==> config.mk <==
export PLATFORM = sky130hd
export DESIGN_NAME = keypad_axis_lock_controller
export DESIGN_NICKNAME = d
export VERILOG_FILES = /design/src/hw/rtl/kalc_pkg.sv /design/src/hw/rtl/kalc_step.sv /design/src/hw/rtl/keypad_axis_lock_controller.sv
export SDC_FILE = /design/constraint.sdc
export NUM_CORES = 1
export LEC_CHECK = 0
export ABC_AREA = 1
export ABC_CLOCK_PERIOD_IN_PS = 5900
export BUFFER_PORTS_ARGS = -buffer_cell sky130_fd_sc_hd__buf_4
export CAP_MARGIN = 30
export CORE_ASPECT_RATIO = 0.75
export CORE_MARGIN = 8
export CORE_UTILIZATION = 40
export CTS_BUF_LIST = sky130_fd_sc_hd__clkbuf_2 sky130_fd_sc_hd__clkbuf_4 sky130_fd_sc_hd__clkbuf_8
export CTS_CLUSTER_SIZE = 12
export DETAILED_ROUTE_END_ITERATION = 8
export GPL_TIMING_DRIVEN = 0
export PLACE_DENSITY = 0.56
export SYNTH_ARGS = -nofsm -noshare
export SYNTH_HDL_FRONTEND = slang
export SYNTH_HIERARCHICAL = 1
export SYNTH_SLANG_ARGS = --single-unit
==> constraint.sdc <==
create_clock -name i_clk -period 5.9 [get_ports i_clk]
set_clock_uncertainty 0.05 [all_clocks]
set_input_delay 1.77 -clock i_clk [delete_from_list [all_inputs] [get_ports i_clk]]
set_output_delay 1.77 -clock i_clk [all_outputs]
set_load 0.03 [all_outputs]
==> src/hw/rtl/kalc_pkg.sv <==
// ============================================================================
// kalc_pkg
// Shared types, key codes and decode functions for the keypad lock controller.
// ============================================================================
`default_nettype none

package kalc_pkg;

    localparam int unsigned KEY_W     = 8;
    localparam int unsigned CMD_W     = 4;
    localparam int unsigned AXIS_N    = 5;
    localparam int unsigned IDLE_W    = 16;
    localparam int unsigned CFG_IDX_W = 8;
    localparam int unsigned CFG_DAT_W = 16;
    localparam int unsigned IN_DATA_W  = 16;
    localparam int unsigned OUT_DATA_W = 24;

    localparam logic [CFG_IDX_W-1:0] CFG_IDLE_TIMEOUT = 8'd0;
    localparam logic [CFG_IDX_W-1:0] CFG_MASTER_KEY   = 8'd1;

    localparam logic [IDLE_W-1:0] IDLE_TIMEOUT_RST = 16'd1000;
    localparam logic [IDLE_W-1:0] IDLE_MAX         = 16'hFFFF;
    localparam logic [KEY_W-1:0]  MASTER_KEY_RST   = 8'h28;
    localparam logic [KEY_W-1:0]  KEY_NONE         = 8'h00;
    localparam logic [KEY_W-1:0]  KEY_LOCK_FIRST   = 8'h14;
    localparam logic [KEY_W-1:0]  KEY_LOCK_LAST    = 8'h18;

    localparam logic [2:0] AXIS_BED   = 3'd0;
    localparam logic [2:0] AXIS_BACK  = 3'd1;
    localparam logic [2:0] AXIS_LEG   = 3'd2;
    localparam logic [2:0] AXIS_PITCH = 3'd3;
    localparam logic [2:0] AXIS_ROLL  = 3'd4;
    localparam logic [2:0] AXIS_NONE  = 3'd5;

    typedef struct packed {
        logic [CMD_W-1:0] cmd;
        logic [2:0]       axis;
    } t_motion;

    typedef struct packed {
        logic [KEY_W-1:0]  held_key;
        logic [AXIS_N-1:0] axis_lock_flags;
        logic              panel_unlocked;
        logic              tx_enable;
        logic [CMD_W-1:0]  cmd_code;
        logic              cmd_valid;
    } t_result;

    function automatic t_motion motion_decode(input logic [KEY_W-1:0] key);
        t_motion m;
        m.axis = AXIS_NONE;
        m.cmd  = 4'd0;
        case (key)
            8'h09: begin m.axis = AXIS_BED;   m.cmd = 4'd1;  end
            8'h19: begin m.axis = AXIS_BED;   m.cmd = 4'd2;  end
            8'h10: begin m.axis = AXIS_BACK;  m.cmd = 4'd3;  end
            8'h20: begin m.axis = AXIS_BACK;  m.cmd = 4'd4;  end
            8'h11: begin m.axis = AXIS_LEG;   m.cmd = 4'd5;  end
            8'h21: begin m.axis = AXIS_LEG;   m.cmd = 4'd6;  end
            8'h12: begin m.axis = AXIS_PITCH; m.cmd = 4'd8;  end
            8'h22: begin m.axis = AXIS_PITCH; m.cmd = 4'd7;  end
            8'h13: begin m.axis = AXIS_ROLL;  m.cmd = 4'd9;  end
            8'h23: begin m.axis = AXIS_ROLL;  m.cmd = 4'd10; end
            8'h24: m.cmd = 4'd11;
            8'h25: m.cmd = 4'd12;
            8'h26: m.cmd = 4'd13;
            8'h27: m.cmd = 4'd14;
            default: m.cmd = 4'd0;
        endcase
        return m;
    endfunction

    function automatic logic axis_free(input logic [2:0] axis,
                                       input logic [AXIS_N-1:0] locks);
        logic f;
        f = 1'b1;
        case (axis)
            AXIS_BED:   f = ~locks[0];
            AXIS_BACK:  f = ~locks[1];
            AXIS_LEG:   f = ~locks[2];
            AXIS_PITCH: f = ~locks[3];
            AXIS_ROLL:  f = ~locks[4];
            default:    f = 1'b1;
        endcase
        return f;
    endfunction

endpackage

`default_nettype wire

==> src/hw/rtl/kalc_step.sv <==
// ============================================================================
// kalc_step
// Lock state, configuration registers and the per-tick decode and update.
// ============================================================================
`default_nettype none

module kalc_step
    import kalc_pkg::*;
(
    input  wire logic                 i_clk,
    input  wire logic                 i_rst_n,
    input  wire logic                 i_cfg_we,
    input  wire logic [CFG_IDX_W-1:0] i_cfg_index,
    input  wire logic [CFG_DAT_W-1:0] i_cfg_data,
    input  wire logic                 i_adv,
    input  wire logic [KEY_W-1:0]     i_key,
    input  wire logic [KEY_W-1:0]     i_mc,
    output t_result                   o_res
);

    logic [IDLE_W-1:0] r_idle_timeout;
    logic [KEY_W-1:0]  r_master_key;
    logic              r_unlocked,  n_unlocked;
    logic              r_await,     n_await;
    logic [KEY_W-1:0]  r_held,      n_held;
    logic [IDLE_W-1:0] r_idle,      n_idle;
    logic [AXIS_N-1:0] r_locks,     n_locks;

    t_motion           held_m;
    t_motion           key_m;
    logic [IDLE_W-1:0] idle_inc;
    logic [2:0]        lock_idx;
    logic              is_lock_key;

    always_ff @(posedge i_clk) begin
        if (!i_rst_n) begin
            r_idle_timeout <= IDLE_TIMEOUT_RST;
            r_master_key   <= MASTER_KEY_RST;
        end else if (i_cfg_we) begin
            if (i_cfg_index == CFG_IDLE_TIMEOUT) begin
                r_idle_timeout <= i_cfg_data;
            end else if (i_cfg_index == CFG_MASTER_KEY) begin
                r_master_key <= i_cfg_data[KEY_W-1:0];
            end
        end
    end

    assign held_m      = motion_decode(r_held);
    assign key_m       = motion_decode(i_key);
    assign idle_inc    = (r_idle != IDLE_MAX) ? r_idle + 16'd1 : r_idle;
    assign lock_idx    = i_key[2:0] - 3'd4;
    assign is_lock_key = (i_key >= KEY_LOCK_FIRST) && (i_key <= KEY_LOCK_LAST);

    always_comb begin
        n_unlocked = r_unlocked;
        n_await    = r_await;
        n_held     = r_held;
        n_idle     = r_idle;
        n_locks    = r_locks;
        o_res      = '0;

        if (!r_unlocked) begin
            if (r_await) begin
                if (i_key == KEY_NONE) begin
                    n_await = 1'b0;
                    n_held  = KEY_NONE;
                end
            end else if (i_mc != KEY_NONE && i_mc == r_master_key) begin
                n_unlocked = 1'b1;
                n_await    = 1'b1;
                n_held     = KEY_NONE;
                n_idle     = '0;
            end
        end else if (r_await) begin
            if (r_held == KEY_NONE) begin
                if (i_mc == KEY_NONE) begin
                    n_await = 1'b0;
                end
            end else if (i_key == KEY_NONE) begin
                n_await = 1'b0;
                n_held  = KEY_NONE;
            end else if (held_m.cmd != 4'd0) begin
                o_res.tx_enable = 1'b1;
                o_res.held_key  = r_held;
                if (axis_free(held_m.axis, r_locks)) begin
                    o_res.cmd_valid = 1'b1;
                    o_res.cmd_code  = held_m.cmd;
                end
            end
        end else begin
            if (i_key != KEY_NONE && i_key == r_master_key) begin
                n_locks    = '0;
                n_unlocked = 1'b0;
                n_await    = 1'b1;
                n_held     = i_key;
                n_idle     = '0;
            end else if (key_m.cmd != 4'd0) begin
                n_idle          = '0;
                n_await         = 1'b1;
                n_held          = i_key;
                o_res.tx_enable = 1'b1;
                o_res.held_key  = i_key;
                if (axis_free(key_m.axis, r_locks)) begin
                    o_res.cmd_valid = 1'b1;
                    o_res.cmd_code  = key_m.cmd;
                end
            end else if (is_lock_key) begin
                n_locks = r_locks ^ (AXIS_N'(1) << lock_idx);
                n_idle  = '0;
                n_await = 1'b1;
                n_held  = i_key;
            end else begin
                n_idle = idle_inc;
                if (idle_inc > r_idle_timeout) begin
                    n_locks    = '0;
                    n_unlocked = 1'b0;
                    n_idle     = '0;
                end
            end
        end

        o_res.panel_unlocked  = n_unlocked;
        o_res.axis_lock_flags = n_locks;
    end

    always_ff @(posedge i_clk) begin
        if (!i_rst_n) begin
            r_unlocked <= 1'b0;
            r_await    <= 1'b0;
            r_held     <= KEY_NONE;
            r_idle     <= '0;
            r_locks    <= '0;
        end else if (i_adv) begin
            r_unlocked <= n_unlocked;
            r_await    <= n_await;
            r_held     <= n_held;
            r_idle     <= n_idle;
            r_locks    <= n_locks;
        end
    end

endmodule

`default_nettype wire

==> src/hw/rtl/keypad_axis_lock_controller.sv <==
// ============================================================================
// keypad_axis_lock_controller
// Keypad scan stream in, one motion/lock status transaction out per scan tick.
// ============================================================================
//  channel   direction  handshake                 payload
//  s_axis    in         i_s_axis_tvalid/tready    tdata: key_code, master_code
//  m_axis    out        o_m_axis_tvalid/tready    tdata: status and command
//  cfg       in         i_cfg_valid/o_cfg_ready   i_cfg_index, i_cfg_data
//
//  One transaction per cycle sustained while the output is not stalled;
//  path: input register, then decode and state update into the output register.
//  i_rst_n is synchronous, active low: panel locked, all axes free, config
//  back to defaults. A stalled output holds the result; the input register
//  keeps taking ticks while the output stage has room.
// ============================================================================
`default_nettype none

module keypad_axis_lock_controller
    import kalc_pkg::*;
(
    input  wire logic                  i_clk,
    input  wire logic                  i_rst_n,
    input  wire logic                  i_s_axis_tvalid,
    output logic                       o_s_axis_tready,
    // [7:0] key_code, [15:8] master_code
    input  wire logic [IN_DATA_W-1:0]  i_s_axis_tdata,
    output logic                       o_m_axis_tvalid,
    input  wire logic                  i_m_axis_tready,
    // [0] cmd_valid, [4:1] cmd_code, [5] tx_enable, [6] panel_unlocked,
    // [11:7] axis_lock_flags, [19:12] held_key, [23:20] zero
    output logic [OUT_DATA_W-1:0]      o_m_axis_tdata,
    input  wire logic                  i_cfg_valid,
    output logic                       o_cfg_ready,
    input  wire logic [CFG_IDX_W-1:0]  i_cfg_index,
    input  wire logic [CFG_DAT_W-1:0]  i_cfg_data
);

    logic                 r_in_vld;
    logic [KEY_W-1:0]     r_key;
    logic [KEY_W-1:0]     r_mc;
    logic                 r_out_vld;
    t_result              r_res;
    t_result              step_res;
    logic                 out_free;
    logic                 adv;
    logic                 in_free;

    assign out_free = ~r_out_vld | i_m_axis_tready;
    assign adv      = r_in_vld & out_free;
    assign in_free  = ~r_in_vld | adv;

    assign o_s_axis_tready = in_free;
    assign o_cfg_ready     = 1'b1;

    kalc_step u_step (
        .i_clk       (i_clk),
        .i_rst_n     (i_rst_n),
        .i_cfg_we    (i_cfg_valid),
        .i_cfg_index (i_cfg_index),
        .i_cfg_data  (i_cfg_data),
        .i_adv       (adv),
        .i_key       (r_key),
        .i_mc        (r_mc),
        .o_res       (step_res)
    );

    always_ff @(posedge i_clk) begin
        if (!i_rst_n) begin
            r_in_vld <= 1'b0;
        end else if (in_free) begin
            r_in_vld <= i_s_axis_tvalid;
        end
    end

    always_ff @(posedge i_clk) begin
        if (in_free && i_s_axis_tvalid) begin
            r_key <= i_s_axis_tdata[KEY_W-1:0];
            r_mc  <= i_s_axis_tdata[2*KEY_W-1:KEY_W];
        end
    end

    always_ff @(posedge i_clk) begin
        if (!i_rst_n) begin
            r_out_vld <= 1'b0;
        end else if (out_free) begin
            r_out_vld <= r_in_vld;
        end
    end

    always_ff @(posedge i_clk) begin
        if (adv) begin
            r_res <= step_res;
        end
    end

    assign o_m_axis_tvalid = r_out_vld;
    assign o_m_axis_tdata  = {(OUT_DATA_W - $bits(t_result))'(0), r_res};

endmodule

`default_nettype wire

==> results of run 1 <==
routing by layer:
metal	global-route usage [%]	vias up	share of wire (%)
met1	27.5	2319	52
met4	5.05	0	1.5
met2	25.3	204	39
li1	-	2549	-
met3	3.87	22	7.3
met5	0	-	0
Yosys cell counts (all sizes together), types with 2 or more instances:
master	instances	area (um^2)
inv	84	315
o22ai	9	56.3
o31ai	10	75.1
a31oi	4	25.0
nand2	155	609
nand3b	2	15.0
ha	17	213
nor2	64	282
xor2	21	184
nor4	4	25.0
clkbuf	17	63.8
o211ai	7	52.6
edfxtp	36	1080
xnor2	8	70.1
dfxtp	57	1140
nand3	74	388
conb	3	11.3
a22o	3	26.3
a21oi	60	312
nor3	10	60.1
buf	10	76.3
o21ai	40	204
nand4	8	50.1
layout make-up:
class / count / area share, %
multi-input combinational: 510 / 43.1
sequential: 93 / 35.1
timing repair buffer: 67 / 8.06
inverter: 85 / 5.04
tap: 171 / 3.38
buffer: 27 / 2.21
clock buffer: 9 / 1.95
clock inverter: 7 / 1.17
state kept, by name (all words and copies together) (netlist names):
name                   cells
o_m_axis_tdata            20
o_m_axis_tvalid            1
r_in_vld                   1
r_key                      8
r_mc                       8
u_step/r_await             1
u_step/r_held              8
u_step/r_idle             16
u_step/r_idle_timeout     16
u_step/r_locks             5
u_step/r_master_key        8
u_step/r_unlocked          1
logic make-up (layout without fill, tap and decap cells):
family	Yosys count	after routing	share of synthesized area [%]
adders and majority gates	17	17	3.94
buffers and inverters	112	195	8.51
AOI/OAI and AO/OA	138	138	14.7
other	3	7	0.209
xor gates and xnor gates	29	29	4.71
DFF	93	93	41.2
and+or+nand+nor	319	319	26.7
per-stage QoR:
| step | cell area, um^2 | worst slack (ps) | hold slack, ps |
|---|---|---|---|
| after global placement | 6120 | 220 | 412 |
| after floorplan | 5410 | 1680 | 385 |
| final | 6340 | 1810 | 429 |
| after detailed placement | 6140 | 1790 | 420 |
| after global routing | 6340 | 1610 | 466 |
| after CTS | 6340 | 1810 | 435 |
power groups by stage:
stage	Sequential (W)	Clock [W]	Combinational [W]
floorplan	0.000713	0	0.0000669
global placement	0.000707	0	0.000129
finish	0.000692	0.000436	0.000133
global route	0.000694	0.000475	0.000145
CTS	0.000692	0.000452	0.000132
detailed placement	0.000707	0	0.000131
worst register-to-register path, stage by stage (launching register included):
cell,delay (ps)
dfxtp_1,410
ha_1,240
nand3_1,130
or3_1,360
nor2_1,280
inv_2,160
o21ai_0,220
ha_1,330
nand2_1,80
inv_1,50
nand2_1,60
nand2_1,50
nand2_1,60
nand2_1,50
nand2_1,50
nand2_1,110
a21oi_2,390
clkbuf_1,440
nand3_1,140
a21oi_1,190
worst max path at each step:
| stage | slack [ps] | from | cells after the start | to |
|---|---|---|---|---|
| after CTS | 1810 | i_m_axis_tready | 4 | o_s_axis_tready |
| after global placement | 220 | i_m_axis_tready | 8 | u_step/r_idle[4] |
| after detailed placement | 1790 | i_m_axis_tready | 9 | u_step/r_idle[14] |
| final | 1810 | i_m_axis_tready | 4 | o_s_axis_tready |
| after global routing | 1610 | u_step/r_idle[0] | 17 | u_step/r_idle[4] |
| after floorplan | 1680 | i_m_axis_tready | 7 | u_step/r_idle[5] |
==> metrics.md, run 1 <==
| Metric | Value |
|---|---|
| Placed Cells | 953 |
| Area of the multi-input gates | 2730 um^2 |
| Crit start category | input pin |
| Hold_buf cts | 0 |
| P_int | 0.000926 W |
| CP max stage cell | buf_4 |
| RSZ-0062 raised after global routing | no |
| DR vias | 5094 |
| Most frequent cells in the layout | 150 x nand2_1, 78 x inv_1, 74 x buf_4 |
| Hold Startpoint | u_step/r_idle_timeout[10] |
| Avg Vias per Cell | 5.26 |
| Detailed Route Iter0 Violations | 505 |
| Final wirelength | 15.8 mm |
| Power share of the clock group | 34.6% |
| PortBufs | 66 |
| CTS tree | done |
| Die area | 17500 um^2 |
| Die Wd | 150 um |
| Synth Instances | 711 |
| Hold Path Sink | u_step/r_idle_timeout[10] |
| Crit path max-delay family | buffers and inverters |
| FF-to-FF path depth | 19 |
| DIE HEIGHT | 117 um |
| Critical path class | input pin to primary output |
| Detailed placer's ending HPWL | 12.1 mm |
| Crit Path Max Fanout | 3 |
| Part of the power in registers | 54.9% |
| CTS resizes | 0 |
| Core Util, Final | 48.5% |
| Clk buf depth | 2 |
| Core area | 13100 um^2 |
| Worst Hold Class | flip-flop to flip-flop |
| Syn_area_per_cell | 7.59 um^2 |
| Reg area | 2220 um^2 |
| Ant. Diodes | 0 |
| Final setup violation count | 0 |
| Maximum vdd ir drop | 0.118 mV |
| Gr ovfl total | 0 |
| Buf/Inv on CP | 3 |
| Nature of the critical path endpoint | primary output |
| Pin count of the biggest net entering global routing | 17 |
| Initial antenna violation count | 0 |
| Setup bufs post-CTS | 0 |
| Max cap viols | 0 |
| Slew headroom | 52.7% |
| Area grow syn2layout | 17.4% |
| Netlist Area Pre-Place | 5400 um^2 |
| Layout fillers | 1302 |
| Number of synthesized register bits | 93 |
| Fin crit share | 69.2% |
| Sequential share of the synthesized area | 41.2% |
| Post-synth EDFFs | 36 |
| Cell-by-cell trace of the critical path | buf_4 -> inv_1 -> nand3_2 -> buf_4 |
| Setup TNS | 0 ps |
| Reg clk slew, reported paths | 90 ps |
| RePlAce Congestion | 0.892 |
| Hold path depth | 2 |
| Overall Global Routing Usage | 18.2% |
| Yosys warning total | 6 |
| FF-to-FF Start | u_step/r_idle[0] |
| FF-to-FF setup slack | 1990 ps |
| Count of cell types in the netlist | 45 |
| CTS sink count | 93 |
| Worst Path Required | 4080 ps |
| Fin. Hold Viols | 0 |
| Rows | 36 |
| First-pass GRT wire length | 25.2 mm |
| Status | complete, no violations |
| Clock latency on the worst-skew pair | 360 ps |
| Critical R2R Capture | u_step/r_idle[2] |
| Switching part of the total | 26.5% |
| Max-slew violations | 0 |
| Ys async rst share | 0% |
| Root Buffer | clkbuf_8 |
| Psw | 0.000334 W |
| Vias in the first global route | 4801 |
| H-tree levels | 3 |
| Static Leak | 2.70 nW |
| Minimum clock period | 4090 ps |
| Ratio of cells with drive above 1 in the final layout | 15.0% |
| WL/cell | 16.3 um |
| Combinational share of power | 10.5% |
| Total power | 0.00126 W |
| CP dominant cell by count | buf_4 |
| ANT nets after route | 0 |
| Worst endpoint data arrival time | 2270 ps |
| # IOs | 72 |
| Fin cells | 969 |
| Most common cell after layout, fill and taps aside | nand2_1 |
| Fmax | 245 MHz |
| Cell Pwr Density | 199 nW/um^2 |
| DRC violations left | 0 |
| Initial Util | 41.3% |
| CP max stage delay | 190 ps |
| Drt pass-1 iters | 6 |
| Nets | 855 |
| Num CTS Buffers | 9 |
| Worst slew pin tran | 708 ps |
| Main synth FF type | dfxtp_1 |
Note: power is estimated with default switching activity, not from simulation.
==> inputs of run 2 (changes only) <==
- ABC_CLOCK_PERIOD_IN_PS: 5900 -> 3300
- PLACE_DENSITY: 0.56 -> 0.58
- clock period: 5.9 -> 3.3 ns (I/O delays scaled with it)
==> run 2 against run 1 <==
  * Die area did not move
  * Clock power rose by 80%
  * Flip-flop and latch count did not move
  * Routed wire length rose by 1.9%
  * Design area rose by 2.6%
  * Worst setup slack got worse by 1700 ps
  * Largest cell class unchanged
  * Sequential share of layout area fell by 0.71 points
  * Cell count rose by 0.41%
  * Largest power group unchanged
  * Register-to-register slack got worse by 1800 ps
  * Via count rose by 0.90%
==> metrics.md, run 2 (synthesis results as in run 1) <==
| Metric | Value |
|---|---|
| Maximum vdd ir drop | 0.219 mV (+85%) |
| RePlAce Congestion | 0.926 (+3.9%) |
| Drt pass-1 iters | 5 (-1) |
| Hold_buf cts | 0 (unchanged) |
| Most frequent cells in the layout | 145 x nand2_1, 79 x buf_4, 78 x inv_1 |
| Overall Global Routing Usage | 18.7% (+0.42 points) |
| PortBufs | 66 (unchanged) |
| Clk buf depth | 2 (unchanged) |
| DIE HEIGHT | 117 um (unchanged) |
| Die area | 17500 um^2 (unchanged) |
| CP max stage cell | dfxtp_2 |
| Buf/Inv on CP | 1 (-2) |
| Pin count of the biggest net entering global routing | 17 (unchanged) |
| Initial antenna violation count | 0 (unchanged) |
| Gr ovfl total | 0 (unchanged) |
| Max-slew violations | 0 (unchanged) |
| Static Leak | 2.77 nW (+2.5%) |
| Fin. Hold Viols | 0 (unchanged) |
| Core Util, Final | 49.8% (+1.3 points) |
| Max cap viols | 0 (unchanged) |
| Ant. Diodes | 0 (unchanged) |
| Ratio of cells with drive above 1 in the final layout | 18.1% (+3.0 points) |
| Core area | 13100 um^2 (unchanged) |
| Num CTS Buffers | 9 (unchanged) |
| Fin crit share | 95.7% |
| Detailed placer's ending HPWL | 12.2 mm (+1.0%) |
| DR vias | 5140 (+0.90%) |
| Final wirelength | 16.0 mm (+1.9%) |
| Cell Pwr Density | 348 nW/um^2 (+75%) |
| Area grow syn2layout | 20.5% |
| DRC violations left | 0 (unchanged) |
| Root Buffer | clkbuf_8 |
| Vias in the first global route | 4826 (+0.52%) |
| Most common cell after layout, fill and taps aside | nand2_1 |
| First-pass GRT wire length | 25.5 mm (+1.1%) |
| Minimum clock period | 3160 ps |
| Fmax | 317 MHz |
| Slew headroom | 51.8% (-0.93 points) |
| Worst slew pin tran | 722 ps (+14.0 ps) |
| Detailed Route Iter0 Violations | 642 (+27%) |
| # IOs | 72 (unchanged) |
| Initial Util | 41.3% (unchanged) |
| Die Wd | 150 um (unchanged) |
| CTS sink count | 93 (unchanged) |
| Placed cell areas | 6140 um^2 (unchanged) |
| Status | complete, no violations |
| Clock latency on the worst-skew pair | 380 ps (+20 ps) |
| Final setup violation count | 0 (unchanged) |
| Crit path max-delay family | simple AND/OR/NAND/NOR gates |
| Avg Vias per Cell | 5.28 (+0.49%) |
| Critical path class | flip-flop to flip-flop |
| Post-layout instance area | 6500 um^2 (+2.6%) |
| Nature of the critical path endpoint | flip-flop |
| Setup TNS | 0 ps (unchanged) |
| WL/cell | 16.5 um (+1.4%) |
| Worst Hold Class | flip-flop to flip-flop |
| Worst hold slack | 434 ps (+5.08 ps) |
| Cell-by-cell trace of the critical path | nand2_1 -> nor2_1 -> nand2_2 -> nor2_4 -> nand2_1 -> nor2_1 -> nand3_2 -> nand2_2 -> xor2_4 -> ha_1 -> nand2_1 -> nand2_1 -> nand3_1 -> nand2_1 -> a21oi_1 -> nand2_2 -> a21oi_4 -> buf_4 -> nand3_1 -> a21oi_1 |
| Fin cells | 973 (+0.41%) |
| CP dominant cell by count | nand2_1 |
| CTS tree | done |
| Rows | 36 (unchanged) |
| Worst endpoint data arrival time | 3410 ps (+1140 ps) |
| Reg clk slew, reported paths | 90 ps (about the same) |
| Worst Path Required | 3550 ps (-530 ps) |
| RSZ-0062 raised after global routing | yes |
| Nets | 859 (+0.47%) |
| Crit start category | flip-flop |
| H-tree levels | 3 (unchanged) |
| Layout fillers | 1318 (+1.2%) |
| CP max stage delay | 400 ps (+210 ps) |
| Crit Path Max Fanout | 10 (+7) |
| Max reg flops | 20 (unchanged) |
| Placed Cells | 953 (unchanged) |
| ANT nets after route | 0 (unchanged) |
run 2: changes by cell type in the layout (fill, tap and decap cells not counted), moves of 4 or more:
cell     previous run  this run
dfxtp_1            57        51
buf_4              74        79
nand2_1           150       145
nand2_2             2         7
nand3_1            72        67
dfxtp_2             0         4
nand3_2             1         5
run 2: what timing repair did:
| item | CTS | global route |
|---|---|---|
| setup endpoints to repair | 27 | 28 |
| setup buffers | 1 | 3 |
| pin swaps | 1 | 6 |
| resized for setup | 10 | 26 |
run 2: area by class of cell:
class | count | area [um^2] | share of cell area [%]
sequential | 93 | 2230 | 34.4
timing repair buffer | 71 | 541 | 8.31
inverter | 85 | 322 | 4.94
clock buffer | 11 | 139 | 2.14
multi-input combinational | 510 | 2850 | 43.8
tap | 171 | 214 | 3.29
buffer | 27 | 144 | 2.21
clock inverter | 5 | 58.8 | 0.904
run 2: per-layer routing:
layer	track usage [%]	share of wire [%]
met1	28.3	51
met2	25.1	39
met3	4.65	8.5
met4	5.18	1.2
met5	0	0
run 2: worst paths after layout:
check	slack, ps	startpoint	depth (start not counted)	end
setup / recovery	140	u_step/r_idle[2]	20	u_step/r_idle[8]
hold / removal	430	u_step/r_idle[4]	2	u_step/r_idle[4]
hold reg to reg	430	u_step/r_idle[4]	2	u_step/r_idle[4]
setup reg to reg	140	u_step/r_idle[2]	20	u_step/r_idle[8]
run 2: worst min-delay path, delay by kind of cell (launching register included):
kind	cells	cell delay [ps]
AO/OA/AOI/OAI	1	50
AND/OR/NAND/NOR	1	60
flip-flops	1	330
run 2: per-stage QoR:
stage	power [W]	setup WS, ps
2_1_floorplan	0.00139	288
3_3_place_gp	0.00150	-692
3_5_place_dp	0.00150	-519
4_1_cts	0.00229	20.8
5_1_grt	0.00235	-44.4
6_report	0.00226	141
run 2: power by group:
part	switching, W	internal, W	total, W
Combinational	0.000153	0.0000879	0.000241
Sequential	0.0000221	0.00122	0.00124
Clock	0.000416	0.000369	0.000785
==> inputs of run 3 (changes only) <==
- ABC_CLOCK_PERIOD_IN_PS: 3300 -> 2700
- clock period: 3.3 -> 2.7 ns (I/O delays scaled with it)
==> run 3 against run 2 <==
  * The flow now finishes with violations (setup timing)
  * Critical path depth decreased by 5
  * Register-to-register slack got worse by 450 ps
  * Cell count increased by 2.3%
  * Via count increased by 3.6%
  * Critical endpoint is now u_step/r_idle[12]
  * Largest power group unchanged
==> metrics.md, run 3 (synthesis results as in run 1) <==
| Metric | Value |
|---|---|
| Status | finished, violations left |
| Failing checks | setup timing |
| PortBufs | 66 (unchanged) |
| Worst endpoint data arrival time | 3290 ps (-120 ps) |
| CTS sink count | 93 (unchanged) |
| Nature of the critical path endpoint | flip-flop |
| CTS tree | done |
| Detailed placer's ending HPWL | 11.9 mm (-2.5%) |
| Fin. Hold Viols | 0 (unchanged) |
| FF-to-FF Start | u_step/r_idle[1] |
| Ratio of cells with drive above 1 in the final layout | 26.6% (+8.5 points) |
| Slew headroom | 58.6% (+6.8 points) |
| Die area | 17500 um^2 (unchanged) |
| Fin crit share | 112% (+16 points) |
| Maximum vdd ir drop | 0.326 mV (+49%) |
| Overall Global Routing Usage | 18.4% (-0.24 points) |
| ANT nets after route | 0 (unchanged) |
| Reg clk slew, reported paths | 100 ps (about the same) |
| Most frequent cells in the layout | 135 x nand2_1, 96 x buf_4, 76 x inv_1 |
| CP max stage cell | dfxtp_4 |
| FF-to-FF path depth | 15 (-25%) |
| GR Util met1 | 25.5% (-2.8 points) |
| Most common cell after layout, fill and taps aside | nand2_1 |
| RSZ-0062 raised after global routing | yes |
| Static Leak | 2.93 nW (+5.7%) |
| Met2 GRT Util | 26.7% (+1.6 points) |
| # IOs | 72 (unchanged) |
| Hold Path Sink | u_step/r_idle_timeout[4] |
| Initial antenna violation count | 0 (unchanged) |
| Place WS | -594 ps (-74.8 ps) |
| Drt pass-1 iters | 6 (+1) |
| Placed cell areas | 6240 um^2 (+1.6%) |
| Critical path class | flip-flop to flip-flop |
| Gr busiest metal | met2 |
| H-tree levels | 3 (unchanged) |
| Area of the multi-input gates | 3090 um^2 (+8.5%) |
| Setup ws final | -314 ps (-454 ps) |
| Max cap viols | 0 (unchanged) |
| Cell-by-cell trace of the critical path | nand3_4 -> nor3_4 -> nand3_4 -> nor3_4 -> nand2_2 -> xnor2_2 -> ha_1 -> nand4_1 -> nor3_2 -> buf_4 -> nand3_4 -> a21oi_4 -> buf_6 -> nand4_1 -> a21oi_1 |
| Hold_buf cts | 0 (unchanged) |
| Pin count of the biggest net entering global routing | 19 (+2) |
| Reg area | 2240 um^2 (+0.34%) |
| Crit Path Max Fanout | 6 (-4) |
| Area grow syn2layout | 29.3% |
| Max reg flops | 20 (unchanged) |
| Cell Pwr Density | 415 nW/um^2 (+19%) |
| Max-slew violations | 0 (unchanged) |
| Worst Path Required | 2970 ps (-580 ps) |
| Worst Hold Class | flip-flop to flip-flop |
| Nets | 881 (+2.6%) |
| DIE HEIGHT | 117 um (unchanged) |
| Clock latency on the worst-skew pair | 390 ps (about the same) |
| Vias in the first global route | 5032 (+4.3%) |
| Detailed Route Iter0 Violations | 538 (-16%) |
| WL/cell | 16.3 um (-1.3%) |
| Rows | 36 (unchanged) |
| Die Wd | 150 um (unchanged) |
| Final setup violation count | 28 (+28) |
| DR vias | 5327 (+3.6%) |
| Core area | 13100 um^2 (unchanged) |
| Met3 usage | 5.34% (+0.70 points) |
| Initial Util | 41.3% (unchanged) |
| Post-layout instance area | 6980 um^2 (+7.3%) |
| Hold path depth | 2 (unchanged) |
| FF-to-FF setup slack | -310 ps (-450 ps) |
| Worst slew pin tran | 620 ps (-102 ps) |
| CP max stage delay | 390 ps (about the same) |
| Minimum clock period | 3010 ps (-146 ps) |
| Avg Vias per Cell | 5.35 (+1.3%) |
| Num CTS Buffers | 9 (unchanged) |
| First-pass GRT wire length | 25.2 mm (-1.1%) |
| Fmax | 332 MHz (+4.8%) |
| Clk buf depth | 2 (unchanged) |
| RePlAce Congestion | 0.874 (-5.6%) |
| Critical R2R Capture | u_step/r_idle[12] |
| Gr ovfl total | 0 (unchanged) |
| Crit start category | flip-flop |
| Hold Startpoint | u_step/r_idle_timeout[4] |
| Final wirelength | 16.2 mm (+0.90%) |
| Ant. Diodes | 0 (unchanged) |
| DRC violations left | 0 (unchanged) |
| CP dominant cell by count | nand3_4 |
| Layout fillers | 1228 (-6.8%) |
| Root Buffer | clkbuf_8 |
-- run 3: cell types whose count changed in the layout (fill, tap and decap cells not counted), sizes merged --
cell and delta:
buf +22, bufinv +1, clkbuf -1, clkinv +1
clkinvlp -1
-- run 3: layout make-up --
class,count,share of cell area [%]
Buffer,26,2.06
Clock buffer,10,1.88
Clock inverter,6,1.40
Inverter,85,4.61
Multi-Input combinational cell,510,44.3
Sequential cell,93,32.1
Tap cell,171,3.07
Timing Repair Buffer,94,10.5
-- run 3: metal layers --
layer	vias up	wire length (um)
met5	-	0
met1	2472	7750
met2	232	6810
li1	2594	-
met4	0	256
met3	29	1380
-- run 3: worst max-delay path by stage --
stage | startpoint | endpoint | slack, ps | depth (start not counted)
after floorplan | u_step/r_idle[1] | o_m_axis_tdata[6] | -70 | 22
after global placement | i_m_axis_tready | u_step/r_idle[14] | -790 | 8
after detailed placement | u_step/r_idle[2] | o_m_axis_tdata[6] | -590 | 17
after CTS | u_step/r_idle[1] | u_step/r_idle[6] | -280 | 20
after global routing | u_step/r_idle[2] | u_step/r_idle[12] | -500 | 18
final | u_step/r_idle[1] | u_step/r_idle[12] | -310 | 15
-- run 3: metrics by stage --
step	hold slack [ps]	total power (W)	setup TNS (ps)	utilization, %	std cells
after CTS	420	0.00291	-6110	52.0	989
after global placement	402	0.00183	-18540	47.6	952
after floorplan	383	0.00171	-414	-	715
after detailed placement	406	0.00183	-12950	47.7	953
final	426	0.00290	-6820	53.4	995
after global routing	455	0.00300	-11900	53.4	995
-- run 3: timing repair --
action,4_1_cts,5_1_grt
pin swaps,23,23
gates resized for setup,49,32
cloned,1,0
setup buffers,20,6
endpoints found under the setup margin,28,28
-- run 3: power by group --
| group | total, W | switching [W] | internal, W | leakage (nW) |
|---|---|---|---|---|
| combinational | 0.000296 | 0.000187 | 0.000109 | 1.99 |
| sequential | 0.00151 | 0.0000271 | 0.00148 | 0.824 |
| clock | 0.00109 | 0.000546 | 0.000543 | 0.116 |
-- run 3: critical path: cells and delay by family, from the launching register on --
family                   cells  cell delay (ps)
XOR/XNOR                     1              170
AO/OA/AOI/OAI                2              420
adder cells (fa/ha/maj)      1              350
buffers and inverters        2              310
AND/OR/NAND/NOR              9             1240
flip-flops                   1              390
